===== src/rtl/ftwp_pkg.sv =====
// ----------------------------------------------------------------------------
// ftwp_pkg
// Shared types and constants for the frame time window percentile block.
// ----------------------------------------------------------------------------
package ftwp_pkg;

   localparam int TIME_W    = 24;
   localparam int PCT_W     = 17;
   localparam int OVR_W     = 32;
   localparam int CNT_OUT_W = 8;
   localparam int BIT_W     = 5;

   localparam logic [PCT_W-1:0]  Q16_ONE       = 17'h10000;
   localparam logic [TIME_W-1:0] BUDGET_RESET  = 24'd16667;
   localparam logic [BIT_W-1:0]  TOP_BIT       = 5'd23;

   typedef enum logic [1:0] {
      OP_RECORD = 2'd0,
      OP_QUERY  = 2'd1,
      OP_CLEAR  = 2'd2,
      OP_NOP    = 2'd3
   } op_type;

   typedef enum logic [2:0] {
      ST_IDLE,
      ST_SCAN,
      ST_TAIL,
      ST_DECIDE,
      ST_EMIT
   } state_type;

endpackage


===== src/rtl/frame_time_window_percentile_top.sv =====
// Record, clear and unused-op transactions go straight to the emit state; a query
// of a non-empty ring runs the radix select first (an empty ring goes straight too).
// Throughput: one transaction at a time; the query time is set by a radix select
// that walks all stored entries once per result bit through the single RAM read port.
// Reset: synchronous; clears pointer, entry count, overrun counter and budget to 16667.
// History RAM is not cleared; only entries written since the last clear are read.
// ----------------------------------------------------------------------------
// frame_time_window_percentile_top
// Ring of slowest frame stage times with overrun counting and percentile query.
// ----------------------------------------------------------------------------
module frame_time_window_percentile_top
   import ftwp_pkg::*;
#(
   parameter int CAPACITY = 128
) (
   input  logic                  clock,
   input  logic                  reset,
   // request channel
   input  logic                  req_valid,
   output logic                  req_ready,
   input  logic [1:0]            req_op,
   input  logic [TIME_W-1:0]     req_ui_time,
   input  logic [TIME_W-1:0]     req_compositor_time,
   input  logic [TIME_W-1:0]     req_gpu_time,
   input  logic [PCT_W-1:0]      req_percentile,
   // response channel
   output logic                  rsp_valid,
   input  logic                  rsp_ready,
   output logic                  rsp_frame_late,
   output logic [OVR_W-1:0]      rsp_overrun_total,
   output logic [CNT_OUT_W-1:0]  rsp_stored_count,
   output logic [TIME_W-1:0]     rsp_percentile_value,
   // configuration port
   input  logic                  csr_psel,
   input  logic                  csr_penable,
   input  logic                  csr_pwrite,
   input  logic [2:0]            csr_paddr,
   input  logic [31:0]           csr_pwdata,
   output logic [31:0]           csr_prdata,
   output logic                  csr_pready
);

   localparam int AW = $clog2(CAPACITY);
   localparam int CW = $clog2(CAPACITY + 1);
   localparam int PW = PCT_W + CW;

   // ---------------------------------------------------------------- state
   state_type         state_ff, state_in;

   logic [TIME_W-1:0] budget_ff, budget_in;
   logic [AW-1:0]     wptr_ff, wptr_in;
   logic [CW-1:0]     count_ff, count_in;
   logic [OVR_W-1:0]  overrun_ff, overrun_in;

   logic [AW-1:0]     raddr_ff, raddr_in;
   logic              rd_vld_ff;
   logic [BIT_W-1:0]  bit_ff, bit_in;
   logic [CW-1:0]     rank_ff, rank_in;
   logic [CW-1:0]     zeros_ff, zeros_in;
   logic [TIME_W-1:0] prefix_ff, prefix_in;

   logic              pend_late_ff, pend_late_in;
   logic [TIME_W-1:0] pend_value_ff, pend_value_in;

   logic              rsp_valid_ff;
   logic              rsp_late_ff;
   logic [OVR_W-1:0]  rsp_overrun_ff;
   logic [CNT_OUT_W-1:0] rsp_count_ff;
   logic [TIME_W-1:0] rsp_value_ff;

   // ------------------------------------------------------- control outputs
   logic              accept;
   logic              ram_re;
   logic              load_rsp;
   logic              last_issue;
   logic              out_free;

   // -------------------------------------------------------------- datapath
   logic [TIME_W-1:0] slowest;
   logic [PCT_W-1:0]  pct_clamped;
   logic [PW-1:0]     rank_prod;
   logic [TIME_W-1:0] rdata;
   logic [TIME_W-1:0] mask_hi;
   logic              hit_zero;
   logic              ram_we;
   logic              csr_wr;

   // ------------------------------------------------------- history memory
   ftwp_ram #(
      .WIDTH (TIME_W),
      .DEPTH (CAPACITY)
   ) u_hist (
      .clock (clock),
      .we    (ram_we),
      .waddr (wptr_ff),
      .wdata (slowest),
      .re    (ram_re),
      .raddr (raddr_ff),
      .rdata (rdata)
   );

   // ------------------------------------------------------- configuration
   assign csr_pready = 1'b1;
   assign csr_wr     = csr_psel && csr_penable && csr_pwrite && !csr_paddr[2];
   assign budget_in  = csr_wr ? csr_pwdata[TIME_W-1:0] : budget_ff;

   always_comb begin
      csr_prdata = '0;
      if (!csr_paddr[2]) begin
         csr_prdata = {{(32-TIME_W){1'b0}}, budget_ff};
      end
   end

   // ------------------------------------------------------------ next state
   always_comb begin
      state_in = state_ff;
      case (state_ff)
         ST_IDLE: begin
            if (accept) begin
               if (op_type'(req_op) == OP_QUERY && count_ff != '0) begin
                  state_in = ST_SCAN;
               end else begin
                  state_in = ST_EMIT;
               end
            end
         end
         ST_SCAN: begin
            if (last_issue) begin
               state_in = ST_TAIL;
            end
         end
         ST_TAIL: begin
            state_in = ST_DECIDE;
         end
         ST_DECIDE: begin
            if (bit_ff == '0) begin
               state_in = ST_EMIT;
            end else begin
               state_in = ST_SCAN;
            end
         end
         ST_EMIT: begin
            if (out_free) begin
               state_in = ST_IDLE;
            end
         end
         default: begin
            state_in = ST_IDLE;
         end
      endcase
   end

   // --------------------------------------------------------------- outputs
   assign out_free   = !rsp_valid_ff || rsp_ready;
   assign last_issue = (CW'(raddr_ff) + CW'(1)) == count_ff;

   always_comb begin
      req_ready = 1'b0;
      ram_re    = 1'b0;
      load_rsp  = 1'b0;
      case (state_ff)
         ST_IDLE:   req_ready = 1'b1;
         ST_SCAN:   ram_re    = 1'b1;
         ST_EMIT:   load_rsp  = out_free;
         default: begin
            req_ready = 1'b0;
         end
      endcase
   end

   assign accept = req_valid && req_ready;

   // ------------------------------------------------------ record / clear
   always_comb begin
      slowest = req_ui_time;
      if (req_compositor_time > slowest) slowest = req_compositor_time;
      if (req_gpu_time > slowest)        slowest = req_gpu_time;
   end

   assign ram_we = accept && op_type'(req_op) == OP_RECORD;

   always_comb begin
      wptr_in       = wptr_ff;
      count_in      = count_ff;
      overrun_in    = overrun_ff;
      pend_late_in  = pend_late_ff;
      if (accept) begin
         pend_late_in = 1'b0;
         case (op_type'(req_op))
            OP_RECORD: begin
               wptr_in = (wptr_ff == AW'(CAPACITY - 1)) ? '0 : wptr_ff + AW'(1);
               if (count_ff != CW'(CAPACITY)) begin
                  count_in = count_ff + CW'(1);
               end
               if (slowest > budget_ff) begin
                  pend_late_in = 1'b1;
                  if (overrun_ff != '1) begin
                     overrun_in = overrun_ff + OVR_W'(1);
                  end
               end
            end
            OP_CLEAR: begin
               wptr_in    = '0;
               count_in   = '0;
               overrun_in = '0;
            end
            default: begin
               wptr_in = wptr_ff;
            end
         endcase
      end
   end

   // ------------------------------------------------------- radix select
   assign pct_clamped = (req_percentile > Q16_ONE) ? Q16_ONE : req_percentile;
   assign rank_prod   = PW'(pct_clamped) * PW'(count_ff - CW'(1));

   always_comb begin
      mask_hi  = {TIME_W{1'b1}} << ({1'b0, bit_ff} + 6'd1);
      hit_zero = (((rdata ^ prefix_ff) & mask_hi) == '0) && !rdata[bit_ff];
   end

   always_comb begin
      raddr_in      = raddr_ff;
      bit_in        = bit_ff;
      rank_in       = rank_ff;
      zeros_in      = zeros_ff;
      prefix_in     = prefix_ff;
      pend_value_in = pend_value_ff;

      if (rd_vld_ff && hit_zero) begin
         zeros_in = zeros_ff + CW'(1);
      end
      if (ram_re) begin
         raddr_in = last_issue ? '0 : raddr_ff + AW'(1);
      end

      if (accept) begin
         raddr_in      = '0;
         bit_in        = TOP_BIT;
         rank_in       = rank_prod[16 +: CW];
         zeros_in      = '0;
         prefix_in     = '0;
         pend_value_in = '0;
      end else if (state_ff == ST_DECIDE) begin
         // rank falls among entries with a zero here, or skip them and take a one
         zeros_in = '0;
         if (rank_ff >= zeros_ff) begin
            rank_in   = rank_ff - zeros_ff;
            prefix_in = prefix_ff | (TIME_W'(1) << bit_ff);
         end
         if (bit_ff == '0) begin
            pend_value_in = prefix_in;
         end else begin
            bit_in = bit_ff - BIT_W'(1);
         end
      end
   end

   // ------------------------------------------------------------ registers
   always_ff @(posedge clock) begin
      if (reset) begin
         state_ff     <= ST_IDLE;
         budget_ff    <= BUDGET_RESET;
         wptr_ff      <= '0;
         count_ff     <= '0;
         overrun_ff   <= '0;
         rd_vld_ff    <= 1'b0;
         rsp_valid_ff <= 1'b0;
      end else begin
         state_ff     <= state_in;
         budget_ff    <= budget_in;
         wptr_ff      <= wptr_in;
         count_ff     <= count_in;
         overrun_ff   <= overrun_in;
         rd_vld_ff    <= ram_re;
         if (load_rsp) begin
            rsp_valid_ff <= 1'b1;
         end else if (rsp_ready) begin
            rsp_valid_ff <= 1'b0;
         end
      end
   end

   always_ff @(posedge clock) begin
      raddr_ff      <= raddr_in;
      bit_ff        <= bit_in;
      rank_ff       <= rank_in;
      zeros_ff      <= zeros_in;
      prefix_ff     <= prefix_in;
      pend_late_ff  <= pend_late_in;
      pend_value_ff <= pend_value_in;
      if (load_rsp) begin
         rsp_late_ff    <= pend_late_ff;
         rsp_overrun_ff <= overrun_ff;
         rsp_count_ff   <= CNT_OUT_W'(count_ff);
         rsp_value_ff   <= pend_value_ff;
      end
   end

   assign rsp_valid            = rsp_valid_ff;
   assign rsp_frame_late       = rsp_late_ff;
   assign rsp_overrun_total    = rsp_overrun_ff;
   assign rsp_stored_count     = rsp_count_ff;
   assign rsp_percentile_value = rsp_value_ff;

endmodule


===== src/rtl/ftwp_ram.sv =====
// ----------------------------------------------------------------------------
// ftwp_ram
// Simple dual-port RAM: one write port, one read port with registered data.
// ----------------------------------------------------------------------------
module ftwp_ram #(
   parameter int WIDTH = 24,
   parameter int DEPTH = 128
) (
   input  logic                     clock,
   input  logic                     we,
   input  logic [$clog2(DEPTH)-1:0] waddr,
   input  logic [WIDTH-1:0]         wdata,
   input  logic                     re,
   input  logic [$clog2(DEPTH)-1:0] raddr,
   output logic [WIDTH-1:0]         rdata
);

   logic [WIDTH-1:0] mem [DEPTH];
   logic [WIDTH-1:0] rdata_ff;

   always_ff @(posedge clock) begin
      if (we) begin
         mem[waddr] <= wdata;
      end
      if (re) begin
         rdata_ff <= mem[raddr];
      end
   end

   assign rdata = rdata_ff;

endmodule

===== config.mk =====
export PLATFORM = sky130hd
export DESIGN_NAME = frame_time_window_percentile_top
export DESIGN_NICKNAME = d
export VERILOG_FILES = /design/src/rtl/ftwp_pkg.sv /design/src/rtl/frame_time_window_percentile_top.sv /design/src/rtl/ftwp_ram.sv
export SDC_FILE = /design/constraint.sdc
export NUM_CORES = 2
export LEC_CHECK = 0
export BUFFER_PORTS_ARGS = -buffer_cell sky130_fd_sc_hd__buf_4
export CAP_MARGIN = 10
export CORE_ASPECT_RATIO = 1.2
export CORE_MARGIN = 8
export CORE_UTILIZATION = 40
export DETAILED_ROUTE_END_ITERATION = 8
export GPL_TIMING_DRIVEN = 1
export RECOVER_POWER = 100
export SYNTH_ARGS = -nofsm -noshare
export SYNTH_HDL_FRONTEND = slang
export SYNTH_SLANG_ARGS = --single-unit
export TNS_END_PERCENT = 20

===== constraint.sdc =====
create_clock -name clock -period 11.6 [get_ports clock]
set_input_delay 1.74 -clock clock [delete_from_list [all_inputs] [get_ports clock]]
set_output_delay 1.74 -clock clock [all_outputs]
set_load 0.005 [all_outputs]

==> results.cfg <==
[run_status]
violations = max-capacitance violations, max-slew violations
status = finished with violations

[critical_path]
r2r_end = u_hist.rdata[10]
path_delay_family = multiplexers
crit_path_cell_trace = clkbuf_4, inv_1, ha_1, a21o_1, a21o_1, a211o_1, o211ai_1, a21oi_1, o31ai_4, clkbuf_1, mux2i_1, ha_1, nand3_1, nand2b_1, nor4_1, nor3_1, o21ai_0, nand2_4, mux2_1, clkbuf_2
worstPathMaxFanout = 65
worstSetupPathType = input port to register
slowest_stage = mux2_1
startpoint_type = input port
required_ns = 12.02
slowest_delay_ns = 2.31
rr_startpoint = raddr_ff[0]
critPathCaptureType = register
crit_buf_inv = 4
rrSetupSlack_ns = 2.36
rr_worst_depth = 6
worstPathArrival_ns = 10.37

[power_and_ir_drop]
irDropWorstVdd_v = 0.000152
power_switching_uw = 6140
clkPwrFrac = 0.377
finalPower_uw = 26300
pwr-share-seq = 0.523
switching_share = 0.233
p_leak_uw = 0.0465
p_int_uw = 20200
pwr_density_cell_mw_per_mm2 = 174
comb_power_share = 0.100

[route]
wl_met1_um = 140000
drt_wl_total_um = 345000
detail_route.wl_per_cell_um = 29.9
ant_nets = 0
num_vias = 65410
vias_per_cell = 5.68
routed-wl-met2_um = 170000
dr.pass1.iters = 6
initialDrtViolationCount = 6899
met3WireLength_um = 25300
top_layer = met4
drc = 0

[global_route]
antenna_found_initial = 25
grt_max_degree = 140
grt_usage = 0.190
grt_overflow = 0
grt_first_pass_wirelength_um = 494000
grt_pass1_vias = 68003

[sta]
hold_violations = 0
max_slew.worst_pin.slew_ns = 4.34
setup_violations = 0
setup_tns_ns = 0
layout_min_cycle_time_ns = 9.95
slew_headroom = -1.89
finalMaxSlewViolations = 4760
finClkSkew_ns = 0.0460
clock.fmax_mhz = 101
worst_slack_ns = 1.65
finalCritPeriodShare = 0.857
rsz0062_at_grt = false

[place]
hpwl_um = 203000
place_ws_ns = 1.68
port_buffers = 213
place_congestion = 0.849

[clocking]
htree_levels = 5
cts_buffers = 312
ctsResizeCount = 0
cts_buffer_depth = 4
cts_tree = yes
worstSkewPairLatency_ns = 0.87
post_cts_buffers = 0
cts_hold_buffers = 0
clkTransAtPathRegs_ns = 0.06
clock_sinks = 3314
cts_root_buffer = clkbuf_16

[worst_hold_path]
hold_path_depth = 0
hold_path_end = rsp_percentile_value[15]
worstHoldStart = pend_value_ff[15]
hp-class = register to register

[synth]
synth_top_cell_by_area = edfxtp_1
avgSynthCellArea_um2 = 20.9
synthCells = 6437
synth_edf_count = 3170
synth-main-ff-cell = edfxtp_1
synth.distinct_cells = 76
synth_area_leaders = edfxtp_1, mux4_2, dfxtp_1
seq_area_frac_synth = 0.729
synthArstFlopShare = 0
synth_top_area_share = 0.707
netlist_area_mm2 = 0.135
ys_ff_latch = 3314
synth-warning-count = 0

[die]
core_mm2 = 0.335
num_io_pins = 233
fp.dieW_um = 546
die_h_um = 651
rows = 233
initial_core_util = 0.401
die-area_mm2 = 0.355

[final_layout]
mostFrequentLayoutCells = edfxtp_1, mux4_2, clkbuf_16, nand2_1, nor2_1
area_delta_synth_final_pct = 12.4
mostFrequentLayoutCell = edfxtp_1
register_area_mm2 = 0.0981
multi_input_area_mm2 = 0.0346
num-nets-final = 7189
n_fill_cell = 28286
fin_util = 0.451
drive_above_1_share = 0.254

[run]
cap_violations = 171
-- flip-flops by register name, indices dropped and copies added (netlist names), 5 cells and up --
name and cells:
bit_ff 5, budget_ff 24, count_ff 8, overrun_ff 32
pend_value_ff 24, prefix_ff 24, raddr_ff 7, rank_ff 8
rsp_overrun_total 32, rsp_percentile_value 24, rsp_stored_count 8, u_hist.mem 3072
u_hist.rdata 24, wptr_ff 7, zeros_ff 8
-- power by group through the flow --
stage	clock (uW)	sequential (uW)	combinational, uW
after detailed placement	0	14000	2730
after CTS	10100	13700	2740
after floorplan	0	14100	1630
final	9920	13800	2640
after global routing	10500	13800	2960
after global placement	0	14000	2620
-- synth_stat cells, types with 19 or more instances --
library cell	count
edfxtp_1	3170
mux4_2	1015
nand2_1	263
nor2_1	261
clkbuf_1	219
inv_1	211
ha_1	147
dfxtp_1	144
fa_1	106
a21oi_1	99
nand3_1	81
buf_2	77
mux2i_1	76
o21ai_0	59
xnor2_1	41
nand2b_1	38
nand4_1	31
xor2_1	31
and2_1	28
a21o_1	27
mux2_2	26
buf_1	25
nor3_1	22
and3_1	21
buf_4	21
nor2b_1	20
a211oi_1	19
-- cell type report --
type	count	area share
Clock buffer	385	0.0550
Antenna cell	27	0.000446
Inverter	212	0.00526
Timing Repair Buffer	394	0.0169
Clock inverter	150	0.00897
Multi-Input combinational cell	2569	0.228
Tap cell	4465	0.0369
Sequential cell	3314	0.648
-- kinds of logic (layout without fill, tap and decap cells) --
kind of cell | count (synthesis) | after routing | share of synthesized area
compound gates | 302 | 302 | 0.0148
xor+xnor | 72 | 72 | 0.00469
fa+ha+maj | 253 | 253 | 0.0294
buf+inv | 561 | 1141 | 0.0171
flops | 3314 | 3314 | 0.729
mux | 1117 | 1117 | 0.178
other cells | 2 | 36 | 0.0000558
simple gates | 816 | 816 | 0.0277
-- worst register-to-register path, stage by stage (launching register included) --
cell	delay (ns)
dfxtp_4	0.84
clkbuf_1	2.38
clkbuf_1	3.25
mux4_2	0.82
mux4_2	0.57
mux4_2	0.65
mux2_1	0.44
-- stage by stage --
stage	cells	instance area (um2)	hold WS (ns)
2_1_floorplan	6444	135000	0.400
3_3_place_gp	10952	143000	0.416
3_5_place_dp	10952	143000	0.419
4_1_cts	11487	153000	0.426
5_1_grt	11504	151000	0.431
6_report	11516	151000	0.425
-- metal layers --
metal  GRT usage  vias to the layer above
li1            -                    27098
met1       0.257                    35541
met2       0.320                     2341
met3      0.0335                      430
met4      0.0491                        0
met5           0                        -
-- worst max-delay path by stage --
| stage | startpoint | endpoint | slack, ns | cells after the start |
|---|---|---|---|---|
| after CTS | req_ui_time[9] | overrun_ff[21] | 2.60 | 29 |
| after detailed placement | req_ui_time[9] | overrun_ff[21] | 1.68 | 29 |
| after floorplan | req_ui_time[9] | overrun_ff[3] | 0.01 | 30 |
| after global placement | req_ui_time[9] | overrun_ff[29] | 1.73 | 29 |
| after global routing | req_ui_time[9] | u_hist.mem[113][0] | 1.13 | 20 |
| final | req_ui_time[9] | u_hist.mem[113][0] | 1.65 | 20 |
Note: power is estimated with default switching activity, not from simulation.
